### config.mk
export PLATFORM = sky130hd
export DESIGN_NAME = mcvt_front_flat
export DESIGN_NICKNAME = d
export VERILOG_FILES = /design/src/rtl/mcvt_pkg.sv /design/src/rtl/mcvt_if.sv /design/src/rtl/mcvt_front.sv /design/src/flat_wrapper.sv
export SDC_FILE = /design/constraint.sdc
export NUM_CORES = 1
export LEC_CHECK = 0
export BUFFER_PORTS_ARGS = -buffer_cell sky130_fd_sc_hd__buf_4
export CAP_MARGIN = 15
export CORE_AREA = 2 2 130 132
export CTS_CLUSTER_SIZE = 16
export DETAILED_ROUTE_END_ITERATION = 6
export DIE_AREA = 0 0 132 134
export PLACE_DENSITY = 0.65
export REMOVE_ABC_BUFFERS = 1
export SLEW_MARGIN = 10
export SYNTH_ARGS = -nofsm -noshare
export SYNTH_HDL_FRONTEND = slang
export SYNTH_SLANG_ARGS = --single-unit
### constraint.sdc
create_clock -name i_clk -period 4.7 [get_ports i_clk]
set_clock_uncertainty 0.1 [all_clocks]
set_input_delay 0.47 -clock i_clk [delete_from_list [all_inputs] [get_ports i_clk]]
set_output_delay 0.47 -clock i_clk [all_outputs]
set_load 0.02 [all_outputs]
### src/rtl/mcvt_pkg.sv
package mcvt_pkg;

    localparam int CC_COUNT      = 128;
    localparam int NRPN_COUNT    = 16384;
    localparam int TABLE_SIZE    = CC_COUNT + NRPN_COUNT;
    localparam int FRACTION_BITS = 16;

    localparam logic [13:0] MAX_CC     = 14'd127;
    localparam logic [13:0] MAX_NRPN   = 14'd16383;
    localparam logic [13:0] CC_RESET   = 14'd63;
    localparam logic [13:0] NRPN_RESET = 14'd8191;
    localparam logic [13:0] WHEEL_CTR  = 14'd8192;

    // operation codes
    localparam logic [2:0] OP_CONV_IN  = 3'd0;
    localparam logic [2:0] OP_MEASURE  = 3'd1;
    localparam logic [2:0] OP_CONV_OUT = 3'd2;
    localparam logic [2:0] OP_CENTER   = 3'd3;
    localparam logic [2:0] OP_SET      = 3'd4;

    // message kinds
    localparam logic [2:0] KIND_WHEEL    = 3'd0;
    localparam logic [2:0] KIND_CC       = 3'd1;
    localparam logic [2:0] KIND_NOTE_ON  = 3'd2;
    localparam logic [2:0] KIND_NOTE_OFF = 3'd3;

    // encoding methods
    localparam logic [1:0] METH_ABS     = 2'd0;
    localparam logic [1:0] METH_BINOFF  = 2'd1;
    localparam logic [1:0] METH_SIGNMAG = 2'd2;
    localparam logic [1:0] METH_TWOS    = 2'd3;

    // configuration register indexes
    localparam logic CFG_WHEEL_MIN = 1'b0;
    localparam logic CFG_WHEEL_MAX = 1'b1;

    typedef struct packed {
        logic [2:0]  opcode;
        logic [2:0]  msg_kind;
        logic [14:0] idx;
        logic [13:0] value;
        logic [16:0] frac;
        logic        wrap;
        logic [1:0]  method;
        logic [13:0] low;
        logic [13:0] high;
        logic        idx_ok;
        logic        nrpn;
    } t_cmd;

    typedef struct packed {
        logic [13:0] lo;
        logic [13:0] hi;
        logic [1:0]  meth;
        logic [13:0] pos;
    } t_entry;

endpackage

### src/rtl/mcvt_if.sv
interface mcvt_req_if;
    logic        valid;
    logic        ready;
    logic [2:0]  opcode;
    logic [2:0]  msg_kind;
    logic [14:0] control_index;
    logic [13:0] midi_value;
    logic [16:0] fraction_in;
    logic        wrap_mode;
    logic [1:0]  new_method;
    logic [13:0] new_low;
    logic [13:0] new_high;

    modport source (
        output valid, opcode, msg_kind, control_index, midi_value, fraction_in,
               wrap_mode, new_method, new_low, new_high,
        input  ready
    );
    modport sink (
        input  valid, opcode, msg_kind, control_index, midi_value, fraction_in,
               wrap_mode, new_method, new_low, new_high,
        output ready
    );
endinterface


### src/rtl/mcvt_front.sv
module mcvt_front (
    input  logic             i_clk,
    input  logic             i_rst_n,
    input  logic             i_en,
    mcvt_req_if.sink         i_req,
    input  logic             i_pop,
    output logic             o_cmd_valid,
    output mcvt_pkg::t_cmd   o_cmd
);
    mcvt_pkg::t_cmd r_slot [2];
    logic           r_wp;
    logic           r_rp;
    logic [1:0]     r_cnt;

    mcvt_pkg::t_cmd cls;
    logic           push;
    logic           pop;

    always_comb begin
        cls.opcode   = i_req.opcode;
        cls.msg_kind = i_req.msg_kind;
        cls.idx      = i_req.control_index;
        cls.value    = i_req.midi_value;
        cls.frac     = i_req.fraction_in;
        cls.wrap     = i_req.wrap_mode;
        cls.method   = i_req.new_method;
        cls.low      = i_req.new_low;
        cls.high     = i_req.new_high;
        cls.idx_ok   = (i_req.control_index < 15'(mcvt_pkg::TABLE_SIZE));
        cls.nrpn     = (i_req.control_index >= 15'(mcvt_pkg::CC_COUNT));
    end

    assign i_req.ready = i_en && (r_cnt != 2'd2);
    assign push        = i_req.valid && i_req.ready;
    assign pop         = i_pop && (r_cnt != 2'd0);
    assign o_cmd_valid = (r_cnt != 2'd0);
    assign o_cmd       = r_slot[r_rp];

    always_ff @(posedge i_clk) begin
        if (!i_rst_n) begin
            r_wp  <= 1'b0;
            r_rp  <= 1'b0;
            r_cnt <= 2'd0;
        end else begin
            if (push) r_wp <= ~r_wp;
            if (pop)  r_rp <= ~r_rp;
            r_cnt <= r_cnt + 2'(push) - 2'(pop);
        end
    end

    always_ff @(posedge i_clk) begin
        if (push) r_slot[r_wp] <= cls;
    end

endmodule

### src/flat_wrapper.sv
// flat-port wrapper written by rule: the top's interface ports become plain ports
module mcvt_front_flat 
  (i_clk, i_rst_n, i_en, i_pop, o_cmd_valid, o_cmd, i_req_valid, i_req_opcode, i_req_msg_kind, i_req_control_index, i_req_midi_value, i_req_fraction_in, i_req_wrap_mode, i_req_new_method, i_req_new_low, i_req_new_high, i_req_ready);
  mcvt_req_if i_req_i ();
  input  logic i_clk;
  input  logic i_rst_n;
  input  logic i_en;
  input  logic i_pop;
  output logic o_cmd_valid;
  output mcvt_pkg::t_cmd o_cmd;
  input wire logic [$bits(i_req_i.valid)-1:0] i_req_valid;
  input wire logic [$bits(i_req_i.opcode)-1:0] i_req_opcode;
  input wire logic [$bits(i_req_i.msg_kind)-1:0] i_req_msg_kind;
  input wire logic [$bits(i_req_i.control_index)-1:0] i_req_control_index;
  input wire logic [$bits(i_req_i.midi_value)-1:0] i_req_midi_value;
  input wire logic [$bits(i_req_i.fraction_in)-1:0] i_req_fraction_in;
  input wire logic [$bits(i_req_i.wrap_mode)-1:0] i_req_wrap_mode;
  input wire logic [$bits(i_req_i.new_method)-1:0] i_req_new_method;
  input wire logic [$bits(i_req_i.new_low)-1:0] i_req_new_low;
  input wire logic [$bits(i_req_i.new_high)-1:0] i_req_new_high;
  output wire logic [$bits(i_req_i.ready)-1:0] i_req_ready;
  assign i_req_i.valid = i_req_valid;
  assign i_req_i.opcode = i_req_opcode;
  assign i_req_i.msg_kind = i_req_msg_kind;
  assign i_req_i.control_index = i_req_control_index;
  assign i_req_i.midi_value = i_req_midi_value;
  assign i_req_i.fraction_in = i_req_fraction_in;
  assign i_req_i.wrap_mode = i_req_wrap_mode;
  assign i_req_i.new_method = i_req_new_method;
  assign i_req_i.new_low = i_req_new_low;
  assign i_req_i.new_high = i_req_new_high;
  assign i_req_ready = i_req_i.ready;
  mcvt_front u_core (.i_clk(i_clk), .i_rst_n(i_rst_n), .i_en(i_en), .i_req(i_req_i), .i_pop(i_pop), .o_cmd_valid(o_cmd_valid), .o_cmd(o_cmd));
endmodule
==> metrics.md <==
| Metric | Value |
|---|---|
| Outcome | `finished clean` |
| Dominant cells by area after synthesis | `edfxtp_1 (80%), mux2_1 (8.8%), mux2_2 (6.1%)` |
| Vias in the first global route | `~3500` |
| Post-synth top flop | `edfxtp_1` |
| Worst Hold Class | `in2reg` |
| Post-Place Cells | `683` |
| CP endpoint | `o_cmd[26]` |
| Area after DPL | `between 7000 and 8000 µm²` |
| Port Buf Inserts | `approximately 170` |
| Yosys top cell area share | `0.796` |
| Number of diodes | `0` |
| Mapped cell area | `6410 µm²` |
| Post-CTS sizing | `0` |
| Routed WL | `11800 µm` |
| Setup bufs post-CTS | `0` |
| Hpwl dp | `7560 µm` |
| Reg-to-reg startpoint | `u_core.r_cnt[0]$_SDFF_PN0_` |
| Slowest cell delay on critical path | `about 0.7 ns` |
| Grt ovf | `0` |
| TritonCTS Buffers | `17` |
| Hold buffer count at CTS | `0` |
| Clock Root Buffer | `clkbuf_16` |
| Reg2reg end | `u_core.r_slot[1][83]$_DFFE_PP_` |
| Syn_area_per_cell | `21.7 µm²` |
| LEAKAGE | `around 3.1 nW` |
| Wire per inst | `16.5 µm` |
| RSZ-0062 raised after global routing | `no` |
| Layout cells sized above 1 | `0.492` |
| Clk slew on worst S/H paths | `0.06 ns` |
| Clock H-tree levels | `4` |
| CP max stage cell | `dfxtp_4` |
| Synth unique cells | `20` |
| Tightest Pin Transition | `0.861 ns` |
| CP Data Arrival Time | `2.05 ns` |
| First-pass GRT wire length | `18100 µm` |
| Filler cells | `1341` |
| Post-synth EDFFs | `170` |
| Syn Inst Count | `295` |
| ANT nets after route | `0` |
| Slew Limit Fails | `0` |
| Worst setup margin | `2.08 ns` |
| Ys async rst share | `0` |
| Post-layout instance area | `about 8500 µm²` |
| Levels on crit path | `3` |
| Sw Ratio | `0.276` |
| R2R depth | `4` |
| Setup TNS Final | `0 ns` |
| Worst path cell trace | `buf_12 -> mux2_2 -> buf_4` |
| Flop-to-flop setup slack | `2.27 ns` |
| Largest net degree at the start of global routing | `86` |
| Gpl congestion | `0.727` |
| P_int | `3.15 mW` |
| CP Launch Type | `register` |
| Setup CP Type | `reg2out` |
| Net Switching | `~1.2 mW` |
| Core area | `approximately 16000 µm²` |
| Overall power consumption | `4.36 mW` |
| Sequential element share of the synthesized area | `0.811` |
| Seq pwr share | `0.445` |
| DRC violation count after routing | `0` |
| Rows | `47` |
| CTS tree | `done` |
| Worst hold slack | `0.132 ns` |
| Area leader, netlist | `edfxtp_1` |
| Initial antenna violation count | `0` |
| Worst setup EP type | `output port` |
| Utilization after layout | `0.524` |
| Worst path bufs/invs | `2` |
| Area grow syn2layout | `33.0%` |
| Clk Latency, worst-skew pair | `between 0.4 and 0.5 ns` |
| Yosys warning count | `0` |
| Slew HR | `0.426` |
| Peak supply drop | `0.000319 V` |
| Total Nets Final | `573` |
| Place WS | `2.17 ns` |
| Max Cap Viol | `0` |
| Minimum clock period | `2.62 ns` |
| Die area | `17700 µm²` |
| Starting density of the core | `0.394` |
| CP required | `between 4 and 5 ns` |
| Global Route Usage Sum | `0.136` |
| Die H | `134 µm` |
| Final hold violations | `0` |
| DR iter-0 viols | `191` |
| IO Pins | `approximately 180` |
| Final setup violation count | `0` |
| Max FO, Critical Path | `44` |
| Most frequent cells in the layout | `buf_4 (177), edfxtp_1 (170), mux2_1 (50), mux2_2 (35), clkbuf_16 (17)` |
| Post-synthesis register bit count | `175` |
| Width of the die | `132 µm` |
| Final Non-Filler Cells | `716` |
| Clock power frac | `0.305` |
| Final Cycle Share | `0.556` |
| Comb pwr share | `0.250` |
| Peak Freq | `0.382 GHz` |
| Top delay family on crit path | `flip-flops` |
| Routed vias | `3279` |
| Clock tree buffer depth | `2` |
| DRT Pass-1 Iters | `4` |
| Power density cells | `511 nW/µm²` |
| Most common cell after layout, fill and taps aside | `buf_4` |
| Vias/cell | `4.58` |
| CTS Sinks | `175` |
-- logic make-up (layout without fill, tap and decap cells) --
kind of cell               Yosys count  after routing  synth area share
and+or+nand+nor                     17             17            0.0152
adders and majority gates            2              2           0.00390
muxes                               86             86             0.151
xor gates and xnor gates             3              3           0.00410
buffers and inverters               11            212            0.0135
AOI/OAI and AO/OA                    1              1           0.00117
DFF                                175            175             0.811
-- power by group through the flow --
stage,registers [mW],logic [mW],clock network [mW]
finish,1.94,1.09,1.33
global route,1.95,1.16,1.43
CTS,2.00,1.04,1.36
detailed placement,2.03,1.04,0
global placement,2.02,1.03,0
floorplan,1.99,0.609,0
-- sequential cells by signal, indices dropped and copies added, names as in the netlist, named ones only --
register,count
u_core.r_rp,1
u_core.r_wp,1
u_core.r_slot,170
u_core.r_cnt,2
-- synthesized netlist by cell type (3+ instances only) --
master    number
mux2_1        50
nand2_1        3
dfxtp_1        5
buf_2          3
edfxtp_1     170
and2_1         4
buf_6          5
nor2b_1        3
mux2_2        35
xnor2_1        3
-- layout make-up --
class	instances	area, µm²	area share
multi-input cells	109	1130	0.133
well taps	220	275	0.0323
flip-flops and latches	175	5210	0.611
repair buffers	178	1350	0.158
inverters	2	7.51	0.000880
clock inverters	11	118	0.0138
clock buffers	21	440	0.0516
-- layer usage --
metal | vias to the layer above | global-route usage | share of wire
met5 | - | 0 | 0
met4 | 0 | 0.0682 | 0.020
met3 | 18 | 0.0567 | 0.074
met2 | 113 | 0.216 | 0.48
met1 | 1614 | 0.160 | 0.42
li1 | 1534 | - | -
-- how the worst min path moves through the flow --
stage / from / to / slack, ns / depth (start not counted)
after floorplan: u_core.r_wp$_SDFFE_PN0N_ / u_core.r_wp$_SDFFE_PN0N_ / 0.35 / 2
after global placement: u_core.r_wp$_SDFFE_PN0N_ / u_core.r_wp$_SDFFE_PN0N_ / 0.40 / 2
after detailed placement: u_core.r_wp$_SDFFE_PN0N_ / u_core.r_wp$_SDFFE_PN0N_ / 0.43 / 2
after CTS: i_req_new_low[6] / u_core.r_slot[0][22]$_DFFE_PP_ / 0.11 / 1
after global routing: i_req_fraction_in[4] / u_core.r_slot[0][37]$_DFFE_PP_ / 0.11 / 1
final: i_req_new_low[6] / u_core.r_slot[0][22]$_DFFE_PP_ / 0.13 / 1
(Power assumes the default switching activity.)
